<file path="src/msir_pkg.sv">
// Shared constants and types of the material submesh index remapper.
`default_nettype none

package msir_pkg;

    // Table sizes
    localparam int MAX_VERTICES  = 65536;
    localparam int VTX_AW        = $clog2(MAX_VERTICES);
    localparam int MAX_SUBMESHES = 256;
    localparam int SLOT_AW       = $clog2(MAX_SUBMESHES);
    localparam int TOTAL_W       = SLOT_AW + 1;
    localparam int COUNT_W       = VTX_AW + 1;
    localparam int MATERIAL_IDS  = 256;

    // Port field widths
    localparam int INDEX_W    = 32;
    localparam int MAT_W      = 8;
    localparam int CFG_W      = 17;
    localparam int SLOT_OUT_W = 8;
    localparam int LOCAL_W    = 16;

    // Generation tags of the vertex table; the all-zero tag never matches.
    localparam int EPOCH_W = 8;
    localparam logic [EPOCH_W-1:0] EPOCH_NONE  = '0;
    localparam logic [EPOCH_W-1:0] EPOCH_FIRST = EPOCH_W'(1);
    localparam logic [EPOCH_W-1:0] EPOCH_LAST  = '1;

    // Queue between the front and the back
    localparam int QUEUE_DEPTH = 2;
    localparam int QUEUE_AW    = $clog2(QUEUE_DEPTH);

    typedef struct packed {
        logic              start;
        logic              in_range;
        logic [VTX_AW-1:0] vidx;
        logic [MAT_W-1:0]  mat;
    } q_item_t;

    typedef struct packed {
        logic [EPOCH_W-1:0] tag;
        logic [VTX_AW-1:0]  local_idx;
    } vtx_entry_t;

endpackage

`default_nettype wire

</file>
<file path="src/msir_front.sv">
// Front part: holds the vertex count register and classifies incoming beats.
`default_nettype none

module msir_front (
    input  wire logic                          clk,
    input  wire logic                          rst_n,
    input  wire logic                          cfg_we,
    input  wire logic [msir_pkg::CFG_W-1:0]    cfg_wdata,
    input  wire logic                          in_valid,
    output logic                               in_stall,
    input  wire logic [msir_pkg::INDEX_W-1:0]  vertex_index,
    input  wire logic [msir_pkg::MAT_W-1:0]    mat_id,
    input  wire logic                          mesh_start,
    input  wire logic                          q_full,
    output logic                               q_push,
    output msir_pkg::q_item_t                  q_item
);

    logic [msir_pkg::CFG_W-1:0] vertex_count_reg;
    logic                       below_count;
    logic                       below_max;

    always_ff @(posedge clk or negedge rst_n)
    begin
        if (!rst_n)
        begin
            vertex_count_reg <= '0;
        end
        else if (cfg_we)
        begin
            vertex_count_reg <= cfg_wdata;
        end
    end

    // An index is handled only when it lies below both the programmed count
    // and the table depth.
    assign below_count = vertex_index < msir_pkg::INDEX_W'(vertex_count_reg);
    assign below_max   = vertex_index < msir_pkg::INDEX_W'(msir_pkg::MAX_VERTICES);

    assign in_stall = q_full;
    assign q_push   = in_valid && !q_full;

    always_comb
    begin
        q_item.start    = mesh_start;
        q_item.in_range = below_count && below_max;
        q_item.vidx     = vertex_index[msir_pkg::VTX_AW-1:0];
        q_item.mat      = mat_id;
    end

endmodule

`default_nettype wire

</file>
<file path="config.mk">
export PLATFORM = sky130hd
export DESIGN_NAME = msir_front
export DESIGN_NICKNAME = d
export VERILOG_FILES = /design/src/msir_pkg.sv /design/src/msir_front.sv
export SDC_FILE = /design/constraint.sdc
export NUM_CORES = 1
export LEC_CHECK = 0
export ABC_AREA = 1
export BUFFER_PORTS_ARGS = -buffer_cell sky130_fd_sc_hd__buf_2
export CAP_MARGIN = 10
export CORE_ASPECT_RATIO = 1.2
export CORE_UTILIZATION = 30
export CTS_CLUSTER_SIZE = 14
export DETAILED_ROUTE_END_ITERATION = 16
export GPL_TIMING_DRIVEN = 1
export PLACE_DENSITY = 0.61
export SETUP_SLACK_MARGIN = 0.15
export SLEW_MARGIN = 15
export SYNTH_ARGS = -nofsm -noshare
export SYNTH_HDL_FRONTEND = slang
export SYNTH_SLANG_ARGS = --single-unit
</file>
<file path="constraint.sdc">
create_clock -name clk -period 1.8 [get_ports clk]
set_clock_uncertainty 0.15 [all_clocks]
set_input_delay 0.36 -clock clk [delete_from_list [all_inputs] [get_ports clk]]
set_output_delay 0.36 -clock clk [all_outputs]
set_load 0.02 [all_outputs]
</file>
Yosys cells after proc, flatten, opt, wreduce, memory -nomap -nowiden
Cells that the tools add are included.
Storage, ports and cells
  flip-flop bits (word level): 17
  latch bits: 0
  memories kept: 0
  bits in writable memories: 0
  memory bits (read-only): 0
Cells by class
  add/subtract/negate cells: 0
  order comparisons: 2
  muxes and demuxes: 0
  reductions and logical operators: 3
  div/mod/pow operators: 0
  eq/ne operators: 0
  bitwise operators: 0
  shift operators: 0
  multiply operators: 0
Operators with widths (count)
  < comparator 32 x 17 -> 1 bit: 1
  < comparator 32 x 17 -> 1 bit, second input constant: 1
  logical AND 1 bit: 2
  zero test 1 bit: 1

Logic depth before layout (Yosys ltp)
  depth in word-level cells: 2
  depth in mapped cells: 11
  gate-level depth less buffers: 11

Least setup slack after synthesis
No wires, ideal clock.
  path type: input to output
  start point: input port vertex_index[5] in the netlist's numbering
  end point: output port q_item[24] in the netlist's numbering
  data arrival time: 1399 ps
  stages: 8
  buffers on the path: 0
  slack: -109 ps
  cell sequence: ha_1 -> a21oi_1 -> nor2_1 -> nor3_2 -> nand2_1 -> nand2_1 -> nand2_1 -> a21oi_1
RTL lines
  start, declared: RTL line msir_front.sv:11  | input wire logic [msir_pkg::INDEX_W-1:0] vertex_index,
  end, declared: RTL line msir_front.sv:16  | output msir_pkg::q_item_t q_item

==> metrics.log <==
INFO  metric outcome = finished with violations
INFO  metric failed_checks = setup timing
INFO  metric clk_pwr_share = a little over a quarter
INFO  metric finish.cell_count_without_fillers = around 280
INFO  metric numClockSinks = 17
INFO  metric synth.ff_latch_count = 17
INFO  metric floorplan.die.height = 74.1 microns
INFO  metric area_growth_syn_to_layout = 38.6%
INFO  metric vdd_ir_drop_max = ~0.60 mV
INFO  metric rr_startpoint = vertex_count_reg[5]$_DFFE_PN0P_
INFO  metric syn_area_per_cell = between 8 and 9 sq um
INFO  metric largest_net_degree_at_the_start_of_global_routing = 33
INFO  metric total_clock_buffers_created_by_cts = 3
INFO  metric setup.worst_path.class = reg -> out
INFO  metric cp_data_arrival_time = approximately 1.6 ns
INFO  metric rows = 25
INFO  metric power.net_switching = ~320 uW
INFO  metric number_of_global_route_vias_before_repair = between 1000 and 1500
INFO  metric drc = 0
INFO  metric final_setup_margin = -0.347 ns
INFO  metric timing.reg2reg.setup_slack = ~0.86 ns
INFO  metric crit_path_max_incr_delay = roughly 0.37 ns
INFO  metric post_route_cells_drive_above_1_share = 50.7%
INFO  metric max-cap-violations = 0
INFO  metric globalRouteTotalUtil = 12.2%
INFO  metric antenna_found_initial = 0
INFO  metric cp_max_fo = 2
INFO  metric die_w = 62.1 microns
INFO  metric internal_power = roughly 760 uW
INFO  metric vias = between 1000 and 1500
INFO  metric cpMostUsedCell = sky130_fd_sc_hd__nand2_1
INFO  metric numPlacedInstances = 275
INFO  metric detail_route.wl_per_cell = roughly 9.0 microns
INFO  metric initialDrtViolationCount = 11
INFO  metric clk-insertion-delay-late = ~0.25 ns
INFO  metric whs_path_depth = 3
INFO  metric antenna_cells_inserted = 0
INFO  metric largest_register_ff_count = 17
INFO  metric place_hpwl = slightly above 2000 microns
INFO  metric fmax = around 470 MHz
INFO  metric clockRootBuffer = sky130_fd_sc_hd__clkbuf_8
INFO  metric period_minus_slack = approximately 2.1 ns
INFO  metric hold-path-endpoint = vertex_count_reg[4]$_DFFE_PN0P_
INFO  metric pin_count = 91
INFO  metric final_max_slew_viol_count = 0
INFO  metric cts_max_level = 1
INFO  metric drt_wl_total = between 2000 and 3000 microns
INFO  metric p_seq_share = about 40%
INFO  metric min_path_type = in -> reg
INFO  metric combinational_cell_fraction_of_total_power = 34.1%
INFO  metric cellPowerDensity = ~600 nW/um^2
INFO  metric sw_frac_of_total = 29.9%
INFO  metric syn-num-nets = between 200 and 250
INFO  metric grt_first_pass_wirelength = around 4200 microns
INFO  metric yosysSeqAreaShare = 32.7%
INFO  metric die_area = around 4600 sq um
INFO  metric grt_setup_unrepaired = yes
INFO  metric synth.largest_area_cell = sky130_fd_sc_hd__dfrtp_1
INFO  metric avgViaCountPerCell = 4.15
INFO  metric post_synth_inst_count = 162
INFO  metric worstPathCellList = inv_2 -> ha_4 -> a21oi_2 -> nor2_1 -> nor3_2 -> nand2_1 -> nand2_1 -> nand2_2 -> a21oi_4 -> buf_6
INFO  metric family_with_the_most_delay_on_the_worst_path = simple AND/OR/NAND/NOR gates
INFO  metric timing.slew.headroom = roughly three quarters
INFO  metric fin_nets = about 300
INFO  metric synthDominantCellAreaShare = about 33%
INFO  metric postLayoutCoreUtil = between 40 and 50%
INFO  metric tritoncts = yes
INFO  metric critPathBufInv = 2
INFO  metric hp_start = cfg_wdata[4]
INFO  metric cp_data_required_time = between 1 and 1.5 ns
INFO  metric drtAntennaViolNets = 0
INFO  metric synth.yosys.warnings = 0
INFO  metric drt-pass1-iter-count = 2
INFO  metric cp-end-kind = output pin
INFO  metric globalplace.congestion = ~0.73
INFO  metric finalCritPeriodShare = 119%
INFO  metric core_area = 4040 sq um
INFO  metric synth.cell_area = 1300 sq um
INFO  metric setup.worst_path.start_class = register
INFO  metric post_synth_main_area_contributors = sky130_fd_sc_hd__dfrtp_1 33%, sky130_fd_sc_hd__ha_1 15%, sky130_fd_sc_hd__buf_4 15%
INFO  metric r2r_worst_path_depth = 4
INFO  metric transition_time_of_the_tightest_slew_check_pin = approximately 0.39 ns
INFO  metric dpl-instance-area = around 1700 sq um
INFO  metric setup_viol = 1
INFO  metric floorplan.initialDensity = 32.2%
INFO  metric finalInstanceArea = around 1800 sq um
INFO  metric cp_slowest_cell = sky130_fd_sc_hd__dfrtp_1
INFO  metric p_leak = around 0.98 nW
INFO  metric critical_path.reg2reg.endpoint = vertex_count_reg[5]$_DFFE_PN0P_
INFO  metric clkSlewWorstSetupHoldPaths = ~0.070 ns
INFO  metric grt-ovfl-total = 0
INFO  metric synth_cell_type_count = 20
INFO  metric cts.path.max_buffers = 2
INFO  metric finalHoldViolations = 0
INFO  metric port_buffers = roughly 70
-- cell usage in the layout, fill, tap and decap left out --
cell type,n
sky130_fd_sc_hd__nor3_1,2
sky130_fd_sc_hd__ha_1,11
sky130_fd_sc_hd__ha_4,5
sky130_fd_sc_hd__dlygate4sd3_1,1
sky130_fd_sc_hd__buf_6,1
sky130_fd_sc_hd__nor2_1,7
sky130_fd_sc_hd__nand3_2,1
sky130_fd_sc_hd__a21oi_4,1
sky130_fd_sc_hd__nor4b_2,1
sky130_fd_sc_hd__inv_1,17
sky130_fd_sc_hd__inv_2,6
sky130_fd_sc_hd__nor3_4,1
sky130_fd_sc_hd__nand2_1,31
sky130_fd_sc_hd__nand2_2,3
sky130_fd_sc_hd__or2_1,1
sky130_fd_sc_hd__nand3_1,1
sky130_fd_sc_hd__dfrtp_1,17
sky130_fd_sc_hd__a21oi_1,4
sky130_fd_sc_hd__nor3_2,1
sky130_fd_sc_hd__mux2_1,1
sky130_fd_sc_hd__a21oi_2,3
sky130_fd_sc_hd__buf_2,71
sky130_fd_sc_hd__buf_4,17
sky130_fd_sc_hd__nor4_2,1
sky130_fd_sc_hd__clkbuf_1,1
sky130_fd_sc_hd__o21ai_1,18
sky130_fd_sc_hd__clkbuf_8,3
-- metal layers --
metal,wire length (microns),global-route usage (%)
met4,12,1.23
met5,0,0
met3,170,4.35
met1,1090,14.7
met2,1260,21.3
-- worst max path at each step --
stage | startpoint | endpoint | slack (ns) | cells after the start
global route | vertex_count_reg[5]$_DFFE_PN0P_ | q_item[24] | -0.49 | 10
CTS | vertex_count_reg[5]$_DFFE_PN0P_ | q_item[24] | -0.37 | 10
finish | vertex_count_reg[5]$_DFFE_PN0P_ | q_item[24] | -0.35 | 10
detailed placement | vertex_index[7] | q_item[24] | -0.27 | 10
global placement | vertex_index[5] | q_item[24] | -0.26 | 10
floorplan | vertex_count_reg[5]$_DFFE_PN0P_ | q_item[24] | 0.04 | 9
-- synth_stat cells --
cell type	instances
sky130_fd_sc_hd__nor3_1	2
sky130_fd_sc_hd__nand2_1	33
sky130_fd_sc_hd__buf_2	3
sky130_fd_sc_hd__dfrtp_1	17
sky130_fd_sc_hd__or2_1	1
sky130_fd_sc_hd__nand3_1	2
sky130_fd_sc_hd__a21oi_1	8
sky130_fd_sc_hd__mux2_1	1
sky130_fd_sc_hd__nor4_2	1
sky130_fd_sc_hd__nor4b_2	1
sky130_fd_sc_hd__o21ai_1	16
sky130_fd_sc_hd__inv_1	21
sky130_fd_sc_hd__nor3_4	1
sky130_fd_sc_hd__o21ai_0	2
sky130_fd_sc_hd__inv_2	2
sky130_fd_sc_hd__buf_4	26
sky130_fd_sc_hd__nor3_2	1
sky130_fd_sc_hd__nor2_1	7
sky130_fd_sc_hd__nand2_2	1
sky130_fd_sc_hd__ha_1	16
-- power groups by stage --
| stage | combinational, mW | sequential, mW | clock (mW) |
|---|---|---|---|
| global route | 0.430 | 0.429 | 0.318 |
| CTS | 0.360 | 0.426 | 0.302 |
| detailed placement | 0.352 | 0.433 | 0 |
| global placement | 0.349 | 0.431 | 0 |
| floorplan | 0.245 | 0.430 | 0 |
| finish | 0.368 | 0.426 | 0.284 |
-- worst reg2reg max path, stage by stage (launching register included) --
cell and delay (ns):
sky130_fd_sc_hd__dfrtp_1 0.34, sky130_fd_sc_hd__inv_2 0.05, sky130_fd_sc_hd__buf_4 0.12, sky130_fd_sc_hd__buf_4 0.12
sky130_fd_sc_hd__o21ai_1 0.10
-- layout make-up --
class	count	area [sq um]
Fill cell	425	2230
Tap cell	54	67.6
Multi-Input combinational cell	93	673
Timing Repair Buffer	90	504
Sequential cell	17	425
Inverter	23	86.3
Clock buffer	4	45.0
-- stage by stage --
stage / setup WS (ns) / setup TNS (ns) / hold slack (ns) / total power [mW]
finish: -0.347 / -0.347 / 0.168 / 1.08
global route: -0.486 / -0.486 / 0.169 / 1.18
CTS: -0.372 / -0.372 / 0.164 / 1.09
detailed placement: -0.273 / -0.273 / 0.169 / 0.785
global placement: -0.263 / -0.263 / 0.168 / 0.780
floorplan: 0.0350 / 0 / -0.0856 / 0.675
-- cell families after synthesis --
group                    count (synthesis)  share of synthesized area [%]
buffers and inverters                   52                           22.8
AND/OR/NAND/NOR                         50                           18.2
AO/OA/AOI/OAI                           26                           10.0
flip-flops                              17                           32.7
adder cells (fa/ha/maj)                 16                           15.4
multiplexers                             1                          0.866
-- what timing repair did --
action,CTS,global route
buffers inserted,1,0
pin swaps,5,2
resized for setup,4,6
endpoints found under the hold margin,17,0
hold buffers,1,0
setup endpoints to repair,1,1
Note: power is estimated with default switching activity, not from simulation.
