[config.mk]
export PLATFORM = sky130hd
export DESIGN_NAME = msir_queue
export DESIGN_NICKNAME = d
export VERILOG_FILES = /design/src/msir_pkg.sv /design/src/msir_queue.sv
export SDC_FILE = /design/constraint.sdc
export NUM_CORES = 1
export LEC_CHECK = 0
export CAP_MARGIN = 20
export CORE_ASPECT_RATIO = 0.9
export CORE_MARGIN = 2
export CORE_UTILIZATION = 50
export CTS_BUF_LIST = sky130_fd_sc_hd__clkbuf_8
export DETAILED_ROUTE_END_ITERATION = 16
export DONT_BUFFER_PORTS = 1
export RECOVER_POWER = 25
export SLEW_MARGIN = 20
export SYNTH_ARGS = -nofsm -noshare
export SYNTH_HDL_FRONTEND = slang
export SYNTH_SLANG_ARGS = --single-unit
[constraint.sdc]
create_clock -name clk -period 4.8 [get_ports clk]
set_clock_uncertainty 0.15 [all_clocks]
set_input_delay 0.24 -clock clk [delete_from_list [all_inputs] [get_ports clk]]
set_output_delay 0.24 -clock clk [all_outputs]
set_load 0.01 [all_outputs]
[src/msir_pkg.sv]
// Shared constants and types of the material submesh index remapper.
`default_nettype none

package msir_pkg;

    // Table sizes
    localparam int MAX_VERTICES  = 65536;
    localparam int VTX_AW        = $clog2(MAX_VERTICES);
    localparam int MAX_SUBMESHES = 256;
    localparam int SLOT_AW       = $clog2(MAX_SUBMESHES);
    localparam int TOTAL_W       = SLOT_AW + 1;
    localparam int COUNT_W       = VTX_AW + 1;
    localparam int MATERIAL_IDS  = 256;

    // Port field widths
    localparam int INDEX_W    = 32;
    localparam int MAT_W      = 8;
    localparam int CFG_W      = 17;
    localparam int SLOT_OUT_W = 8;
    localparam int LOCAL_W    = 16;

    // Generation tags of the vertex table; the all-zero tag never matches.
    localparam int EPOCH_W = 8;
    localparam logic [EPOCH_W-1:0] EPOCH_NONE  = '0;
    localparam logic [EPOCH_W-1:0] EPOCH_FIRST = EPOCH_W'(1);
    localparam logic [EPOCH_W-1:0] EPOCH_LAST  = '1;

    // Queue between the front and the back
    localparam int QUEUE_DEPTH = 2;
    localparam int QUEUE_AW    = $clog2(QUEUE_DEPTH);

    typedef struct packed {
        logic              start;
        logic              in_range;
        logic [VTX_AW-1:0] vidx;
        logic [MAT_W-1:0]  mat;
    } q_item_t;

    typedef struct packed {
        logic [EPOCH_W-1:0] tag;
        logic [VTX_AW-1:0]  local_idx;
    } vtx_entry_t;

endpackage

`default_nettype wire

[src/msir_queue.sv]
// Short queue of classified beats between the front and the back.
`default_nettype none

module msir_queue (
    input  wire logic              clk,
    input  wire logic              rst_n,
    input  wire logic              push,
    input  wire msir_pkg::q_item_t push_item,
    output logic                   full,
    input  wire logic              pop,
    output logic                   empty,
    output msir_pkg::q_item_t      head
);

    localparam logic [msir_pkg::QUEUE_AW-1:0] LAST_PTR =
        msir_pkg::QUEUE_AW'(msir_pkg::QUEUE_DEPTH - 1);

    msir_pkg::q_item_t                store_reg [msir_pkg::QUEUE_DEPTH];
    logic [msir_pkg::QUEUE_AW-1:0]    wr_ptr_reg;
    logic [msir_pkg::QUEUE_AW-1:0]    rd_ptr_reg;
    logic [msir_pkg::QUEUE_AW:0]      fill_reg;

    function automatic logic [msir_pkg::QUEUE_AW-1:0] bump(
        input logic [msir_pkg::QUEUE_AW-1:0] ptr);
        if (ptr == LAST_PTR)
            return '0;
        return ptr + 1'b1;
    endfunction

    assign full  = fill_reg == (msir_pkg::QUEUE_AW + 1)'(msir_pkg::QUEUE_DEPTH);
    assign empty = fill_reg == '0;
    assign head  = store_reg[rd_ptr_reg];

    always_ff @(posedge clk)
    begin
        if (push)
        begin
            store_reg[wr_ptr_reg] <= push_item;
        end
    end

    always_ff @(posedge clk or negedge rst_n)
    begin
        if (!rst_n)
        begin
            wr_ptr_reg <= '0;
            rd_ptr_reg <= '0;
            fill_reg   <= '0;
        end
        else
        begin
            if (push)
            begin
                wr_ptr_reg <= bump(wr_ptr_reg);
            end
            if (pop)
            begin
                rd_ptr_reg <= bump(rd_ptr_reg);
            end
            if (push && !pop)
            begin
                fill_reg <= fill_reg + 1'b1;
            end
            else if (pop && !push)
            begin
                fill_reg <= fill_reg - 1'b1;
            end
        end
    end

endmodule

`default_nettype wire

# --- Word-level counts from Yosys, hierarchy flattened ---
# Memories as Yosys holds them, arrays and structs flattened.
# Index checks and enable logic that the tools add are counted.
totals:
  latch_bits: 0
  ramBits: 52
  reg_bits: 4
  inputBits: 30
  out_inout_bits: 28
  romBits: 0
  memories: 1
mem_list:
  columns: ["name", "words", "word_bits", "read_ports", "rd_ports_with_merged_regs", "wr", "line", "rtl"]
  rows:
  - ["store_reg", 2, 26, 1, 0, 1, "msir_queue.sv:18", "msir_pkg::q_item_t store_reg [msir_pkg::QUEUE_DEPTH];"]
op_classes:
  mux: 12
  eq_ne: 1
  n_bitwise: 0
  n_addsub: 4
  n_lt_le_gt_ge: 0
  reduce_logical: 6
  shift: 0
  div: 0
  n_mul: 0
op_table:
  columns: ["op", "count"]
  rows:
  - ["2-to-1 mux 1 bit", 10]
  - ["2-to-1 mux 2 bit", 2]
  - ["adder 1 bit, second input constant", 2]
  - ["adder 2 x 1 -> 2 bit, second input constant", 1]
  - ["== test 2 bit, second input constant", 1]
  - ["logical AND 1 bit", 2]
  - ["zero test 1 bit", 2]
  - ["zero test 2 bit", 1]
  - ["nonzero test 2 bit", 1]
  - ["subtractor 2 x 1 -> 2 bit, second input constant", 1]

# --- Longest topological paths before layout ---
# Gate-level depths: netlist of run 1.
logic_depth:
  word_depth: 4
  ltp_mapped: 5
  ltp_nobuf: 5

# --- Worst setup path before layout of run 1 ---
# Ideal clock, no wire load.
synth_path:
  path_type: "register to register"
  startpoint: "reg wr_ptr_reg"
  endpoint: "mem store_reg[0][0] (netlist bit), enable pin"
  slack_ns: 2.660
  arrival_time_ns: 1.578
  stages_incl_launch_ff: 2
  n_path_buf: 0
  period_less_slack_ns: 2.140
  setup_ns: 0.412
  path_cell_list: "dfrtp_1 nor2b_1"
synth_lines:
  columns: ["element", "line", "rtl"]
  rows:
  - ["start, declared", "msir_queue.sv:19", "logic [msir_pkg::QUEUE_AW-1:0] wr_ptr_reg;"]
  - ["start signal, assigned", "msir_queue.sv:54", "wr_ptr_reg <= bump(wr_ptr_reg);"]
  - ["end, declared", "msir_queue.sv:18", null]
# Straight into the memory's write port.

==> flow_summary.ini, run 1 <==
[setup_path]
r2r-end = store_reg[0][6]
rrSetupSlack_ps = 3130
reg2reg_depth = 2
r2r-start = wr_ptr_reg
critPathLaunch = rd_ptr_reg
path_max_fanout = 22
cp-end-kind = primary output
required_ps = 4410
crit_arrival_ps = 1680
crit_type = flip-flop to primary output
cp-start-kind = flip-flop

[drt]
wirelength_mm = 3.24
vias_per_cell = 5.03
drtIter0Drc = 13
drc = 0
via_count = 916
wl_per_cell_um = 17.8
dr.pass1.iters = 4
antenna_left = 0

[finish]
nets = 164
finalCoreUtilization_pct = 62.8
fillerInstances = 317
antenna_cells = 0
fin_area_um2 = 2590
largest_register_ffs = 52
area_growth_pct = 20.0
finalNonFillerCells = 182
final_layout_size_suffix_gt1_share_pct = 27.6

[worst_hold_path]
hold_end = fill_reg[0]
hold_path_class = input pin to flip-flop
hold_start = push
hold_depth = 2

[grt]
grt_max_degree = 23
antenna_found_initial = 0
overflow = 0
grt_use_total_pct = 14.3
grt_pass1_wl_mm = 4.84
grt_pass1_vias = 977

[sta]
worst_slack_ps = 2730
hold_viol = 0
setup-violations-final = 0
rsz0062_at_grt = no
fin_setup_tns_ps = 0
finalCritPeriodShare_pct = 43.2
whs_ps = 50.3
relSlewSlack_pct = 66.0
worst_pin_slew_ps = 507
fmax_ghz = 0.482
report.final.slew_viol_count = 0
period_minus_slack_ps = 2070

[yosys]
synthTopCellsByArea = edfxtp_1 72%, mux2_4 13%, dfrtp_1 4.6%, mux2_2 3.6%, buf_12 1.9%
ys.warnings.count = 0
netlist.top_cell.by_area = edfxtp_1
syn-cell-area_um2 = 2160
synth-seq-cells = 56
ys_seq_area_share_pct = 76.8
postSynthCellCount = 97
syn_area_per_cell_um2 = 22.3
synthesis.nets = 128
ys_types = 13
synth_top_area_share_pct = 72.2

[cts]
clk_latency_ps = 290
cts_tree = built
clk_pin_slew_ps = 90
postCtsSetupBuffers = 0
h-tree-depth = 2
cts_resized = 0
numCtsBuffers = 5
cts-root-buf = clkbuf_8
cts_num_sinks = 56
cts_max_path_buffers = 2

[placed_design]
io_buffers = 0
dp.cells = 145
pre_cts_slack_ps = 3060
placed_cell_area_um2 = 2200
place.gp.congestion = 0.590

[pwr]
p_leak_nw = 0.959
power.total_mw = 1.37
ir_drop_v = 0.000327
p_per_area_nw_per_um2 = 528

[floorplanning]
die_h_um = 66.4
start_util_pct = 52.4
die_x_um = 73.3
design.core.area_um2 = 4130
row_count = 22
fp.dieArea_um2 = 4870
io_pins = 58

[status]
status = completed

[job]
timing.max_cap.violations = 0
kinds of logic (layout without fill, tap and decap cells):
group / Yosys count / count (layout) / share of synthesized area, %
buffers and inverters: 4 / 41 / 2.54
muxes: 26 / 26 / 16.8
and+or+nand+nor: 5 / 5 / 1.21
DFF: 56 / 56 / 76.8
xor gates and xnor gates: 5 / 5 / 2.02
adders and majority gates: 1 / 1 / 0.578
power by group:
| part | leakage [nW] | internal (mW) | switching, mW |
|---|---|---|---|
| Clock | 0.0593 | 0.153 | 0.132 |
| Combinational | 0.365 | 0.189 | 0.201 |
| Sequential | 0.535 | 0.651 | 0.0452 |
| Total | 0.959 | 0.992 | 0.378 |
Yosys cell counts:
master / count
buf_12: 2
inv_1: 1
xnor2_1: 1
mux2_2: 7
mux2_4: 19
ha_1: 1
nor2b_1: 2
dfrtp_1: 4
xor2_1: 4
buf_6: 1
nor2_1: 2
edfxtp_1: 52
and2_1: 1
worst max path at each step:
| stage | to | cells after the start |
|---|---|---|
| 5_1_grt | head[10] | 2 |
| 3_5_place_dp | head[6] | 2 |
| 2_1_floorplan | store_reg[0][0] | 1 |
| 3_3_place_gp | head[5] | 2 |
| 4_1_cts | head[6] | 2 |
| 6_report | head[5] | 2 |
cell type report:
type | instances | area (um2) | share of cell area (%)
Clock buffer | 5 | 68.8 | 2.65
Tap cell | 48 | 60.1 | 2.31
Multi-Input combinational cell | 37 | 449 | 17.3
Inverter | 1 | 3.75 | 0.145
Clock inverter | 3 | 38.8 | 1.49
Sequential cell | 56 | 1660 | 64.0
Timing Repair Buffer | 32 | 313 | 12.1
critical path, stage by stage (launching register included):
cell,delay (ps)
dfrtp_1,540
buf_4,420
mux2_2,420
layout by cell type (no fill, tap or decap), types with 2 or more instances in the layout:
master         Yosys  final
edfxtp_1          52     52
dlygate4sd3_1      0     29
mux2_4            19     19
mux2_2             7      7
clkbuf_8           0      5
xor2_1             4      4
dfrtp_1            4      4
buf_4              0      3
inv_1              1      2
nor2_1             2      2
routing by layer:
| metal | vias to the layer above | track usage [%] | routed length, um |
|---|---|---|---|
| met1 | 440 | 14.1 | 1170 |
| met2 | 34 | 26.5 | 1810 |
| met5 | - | 0 | 0 |
| li1 | 440 | - | - |
| met4 | 0 | 4.09 | 18 |
| met3 | 2 | 7.01 | 245 |
what timing repair did:
| action | 4_1_cts | 5_1_grt |
|---|---|---|
| endpoints found under the setup margin | 0 | 0 |
| hold buffers | 29 | 0 |
| hold endpoints to repair | 58 | 0 |
Power figures use the tool's default switching activity.
==> inputs of run 2 (changes only) <==
- ABC_AREA: default -> 1
- PLACE_DENSITY: default -> 0.68
- clock period: 4.8 -> 1.7 ns (I/O delays scaled with it)
==> flow_summary.ini, run 2 <==
[yosys]
ys.flop_type = edfxtp_1
synth.mux.area_fraction_pct = 16.7
synthTopCellsByArea = edfxtp_1 72%, mux2_4 13%, dfrtp_1 4.6%, mux2_2 3.6%, buf_12 1.8%
syn-cell-area_um2 = 2180
netlist.top_cell.by_area = edfxtp_1
yosys.cell_count.top_type = edfxtp_1
synthesis.nets = 137
postSynthCellCount = 106
synth_top_area_share_pct = 71.5
synth_compound_area_share_pct = 0
syn_area_per_cell_um2 = 20.6
synth_top_family_by_area = multiplexers
synth_common_cells = 52 x edfxtp_1, 19 x mux2_4, 7 x inv_1, 7 x mux2_2, 5 x nand2_1
synth_fa_ha_area_share_pct = 0.573
ys_seq_area_share_pct = 76.1
ys_types = 14
synth_xor_area_share_pct = 1.20
yosys.area_share.simple_pct = 1.89
synth-seq-cells = 56
synthArstFlopShare_pct = 7.14
ys.warnings.count = 0
synth_edf_count = 52

[grt]
grt_use_total_pct = 15.3
grt_pass1_wl_mm = 5.28
antenna_found_initial = 0
grt_max_degree = 19
overflow = 0
grt_pass1_vias = 1127

[worst_hold_path]
hold_end = store_reg[1][13]
hold_start = push
hold_path_class = input pin to flip-flop
hold_depth = 3

[floorplanning]
io_pins = 58
die_x_um = 73.7
design.core.area_um2 = 4130
die_h_um = 66.7
fp.dieArea_um2 = 4910
start_util_pct = 52.9
row_count = 22

[cts]
h-tree-depth = 2
cts-root-buf = clkbuf_8
clk_latency_ps = 300
cts_tree = built
cts_max_path_buffers = 2
clk_pin_slew_ps = 90
cts_resized = 0
numCtsBuffers = 5
cts_num_sinks = 56
postCtsSetupBuffers = 0
cts_hold_buf = 30

[finish]
largest_register_ffs = 52
nets = 177
final_layout_size_suffix_gt1_share_pct = 27.2
fillerInstances = 305
layout_commonest_cell = edfxtp_1
antenna_cells = 0
area_growth_pct = 21.3
final_cell_mix = 52 x edfxtp_1, 30 x dlygate4sd3_1, 19 x mux2_4

[sta]
fmax_ghz = 0.633
hold_viol = 0
report.final.slew_viol_count = 0
period_minus_slack_ps = 1580
rsz0062_at_grt = no
whs_ps = 37.7
worst_pin_slew_ps = 322
fin_setup_tns_ps = 0
relSlewSlack_pct = 78.5
finalCritPeriodShare_pct = 92.9
setup-violations-final = 0

[pwr]
p_per_area_nw_per_um2 = 1490
ir_drop_v = 0.000924
power.total_mw = 3.94
p_leak_nw = 1.01

[drt]
via_count = 1010
drc = 0
dr.pass1.iters = 4
vias_per_cell = 5.18
wl_per_cell_um = 17.3
antenna_left = 0
wirelength_mm = 3.38
drtIter0Drc = 59

[placed_design]
hpwlAfterDp_mm = 2.31
place.gp.congestion = 0.680
io_buffers = 0

[setup_path]
crit_type = flip-flop to primary output
cp-start-kind = flip-flop
rrSetupSlack_ps = 420
r2r-start = wr_ptr_reg
r2r-end = store_reg[0][7]
reg2reg_depth = 2
required_ps = 1460
crit_arrival_ps = 1350
path_max_fanout = 18
cp-end-kind = primary output

[status]
status = completed

[job]
timing.max_cap.violations = 0
run 2: cell types whose count changed after synthesis:
cell | previous run | this run
nand3_1 | 0 | 1
nand4_1 | 0 | 1
inv_1 | 1 | 7
nor2b_1 | 2 | 0
nand2_1 | 0 | 5
nor2_1 | 2 | 3
xor2_1 | 4 | 2
and2_1 | 1 | 0
run 2: per-layer routing:
layer	routed length, um	vias up	GRT usage (%)
met5	0	-	0
met4	39	0	4.09
met3	263	6	7.26
met2	1800	35	27.2
met1	1280	497	16.1
li1	-	472	-
run 2: logic make-up after synthesis:
| logic type | count (synthesis) |
|---|---|
| mux | 26 |
| flops | 56 |
| fa+ha+maj | 1 |
| xor+xnor | 3 |
| simple gates | 10 |
| buf+inv | 10 |
run 2: through the flow:
step	setup slack, ps	utilization (%)	std cells	cell area, um2
after floorplan	44.8	-	106	2190
after global placement	445	54.2	157	2240
after detailed placement	421	54.2	157	2240
after CTS	96.9	64.1	195	2650
after global routing	43.9	64.1	195	2650
final	120	64.1	195	2650
run 2: worst max-delay path by stage:
stage               startpoint          endpoint  slack, ps  cells after the start
global placement    wr_ptr_reg  store_reg[0][24]        440                      2
floorplan           wr_ptr_reg   store_reg[0][0]         40                      1
finish              rd_ptr_reg          head[22]        120                      2
detailed placement  wr_ptr_reg  store_reg[0][15]        420                      2
global route        rd_ptr_reg          head[20]         40                      2
CTS                 rd_ptr_reg          head[22]        100                      2
run 2: cell type report:
class | count | area, um2 | area share [%]
timing repair buffer | 36 | 345 | 13.0
sequential | 56 | 1660 | 62.8
clock buffer | 5 | 68.8 | 2.60
clock inverter | 3 | 38.8 | 1.47
tap | 48 | 60.1 | 2.27
inverter | 7 | 26.3 | 0.992
multi-input combinational | 40 | 447 | 16.9
run 2: power breakdown:
part	total [mW]	switching (mW)	internal (mW)	leakage (nW)
clock network	0.829	0.398	0.431	0.0593
logic	1.17	0.609	0.564	0.416
registers	1.94	0.101	1.84	0.535
run 2: critical path, stage by stage (launching register included):
cell	delay [ps]
dfrtp_1	360
buf_4	320
mux2_4	360
==> inputs of run 3 (changes only) <==
==> constraint.sdc (replaced) <==
create_clock -name clk -period 1.7 [get_ports clk]
set_clock_uncertainty 0.15 [all_clocks]
set_input_delay 0.17 -clock clk [delete_from_list [all_inputs] [get_ports clk]]
set_output_delay 0.17 -clock clk [all_outputs]
set_load 0.01 [all_outputs]
==> flow_summary.ini, run 3 (synthesis results as in run 2) <==
[status]
status = completed

[finish]
area_growth_pct = 22.8
final_layout_size_suffix_gt1_share_pct = 28.9
fillerInstances = 294
nets = 179
seqCellArea_um2 = 1660
fin_area_um2 = 2680
multi_input_area_um2 = 447
final_cell_mix = 52 x edfxtp_1, 30 x dlygate4sd3_1, 19 x mux2_4
antenna_cells = 0
finalNonFillerCells = 197
largest_register_ffs = 52
layout_commonest_cell = edfxtp_1
finalCoreUtilization_pct = 64.9

[drt]
wirelength_mm = 3.38
antenna_left = 0
drtIter0Drc = 37
wl_per_cell_um = 17.2
dr.pass1.iters = 4
via_count = 1012
vias_per_cell = 5.14
drc = 0

[grt]
busiest_layer = met2
grt_pass1_wl_mm = 5.25
grt_max_degree = 17
antenna_found_initial = 0
grt_pass1_vias = 1105
overflow = 0
grt_use_total_pct = 15.1
grt_use_met1_pct = 15.5
use_met3_pct = 5.14
met2_usage_pct = 27.6

[setup_path]
r2r-start = wr_ptr_reg
rrSetupSlack_ps = 440
path_max_fanout = 15
required_ps = 1380
crit_arrival_ps = 1310
critPathLaunch = rd_ptr_reg
crit_type = flip-flop to primary output
cp-end-kind = primary output
cp-start-kind = flip-flop

[sta]
worst_slack_ps = 67.1
worst_pin_slew_ps = 224
finalCritPeriodShare_pct = 96.1
setup-violations-final = 0
period_minus_slack_ps = 1630
rsz0062_at_grt = no
report.final.slew_viol_count = 0
whs_ps = 5.90
hold_viol = 0
relSlewSlack_pct = 85.1
fin_setup_tns_ps = 0
fmax_ghz = 0.612

[placed_design]
place.gp.congestion = 0.665
pre_cts_slack_ps = 274
hpwlAfterDp_mm = 2.31
io_buffers = 0
dp.cells = 157
placed_cell_area_um2 = 2250

[floorplanning]
fp.dieArea_um2 = 4910
die_h_um = 66.7
design.core.area_um2 = 4130
io_pins = 58
die_x_um = 73.7
start_util_pct = 52.9
row_count = 22

[worst_hold_path]
hold_start = pop
hold_path_class = input pin to flip-flop

[job]
timing.max_cap.violations = 0

[pwr]
ir_drop_v = 0.000856
p_per_area_nw_per_um2 = 1500
p_leak_nw = 1.03
power.total_mw = 4.02

[cts]
cts_max_path_buffers = 2
cts-root-buf = clkbuf_8
clk_latency_ps = 300
cts_tree = built
numCtsBuffers = 5
h-tree-depth = 2
clk_pin_slew_ps = 90
cts_num_sinks = 56
run 3: changes by cell type in the layout (fill, tap and decap cells not counted):
| cell | change |
|---|---|
| buf_12 | +1 |
| buf_6 | +1 |
| dfrtp_1 | -1 |
| dfrtp_2 | +1 |
run 3: final cells by class:
class	instances	share of cell area, %
multi-input cells	40	16.7
well taps	48	2.24
clock inverters	3	1.45
repair buffers	38	14.1
flip-flops and latches	56	62.0
clock buffers	5	2.57
inverters	7	0.980
run 3: worst paths after layout:
| kind | end | cells after the start |
|---|---|---|
| max | head[12] | 2 |
| min | fill_reg[0] | 3 |
| max reg2reg | store_reg[0][20] | 2 |
| min reg2reg | wr_ptr_reg | 1 |
| max in group asynchronous | rd_ptr_reg | 2 |
| min in group asynchronous | rd_ptr_reg | 2 |
run 3: critical path, cell delays in order, from the launching register on:
cell and delay (ps):
dfrtp_2 450, buf_12 180, mux2_2 380
run 3: routing by layer:
layer	up-vias	share of wire [%]
met3	6	6.6
met2	36	55
met1	495	37
met5	-	0
li1	475	-
met4	0	1.2
run 3: timing repair:
| item | in CTS | in global routing |
|---|---|---|
| endpoints found under the setup margin | 17 | 10 |
| pin swaps | 0 | 0 |
| endpoints found under the hold margin | 59 | 0 |
| hold buffers | 30 | 0 |
| resized for setup | 1 | 1 |
| setup buffers | 0 | 2 |
run 3: report_power, final:
part / leakage (nW) / switching, mW / internal (mW) / total [mW]
logic: 0.432 / 0.617 / 0.629 / 1.25
registers: 0.534 / 0.121 / 1.84 / 1.96
clock network: 0.0593 / 0.389 / 0.431 / 0.820
total: 1.03 / 1.13 / 2.90 / 4.02
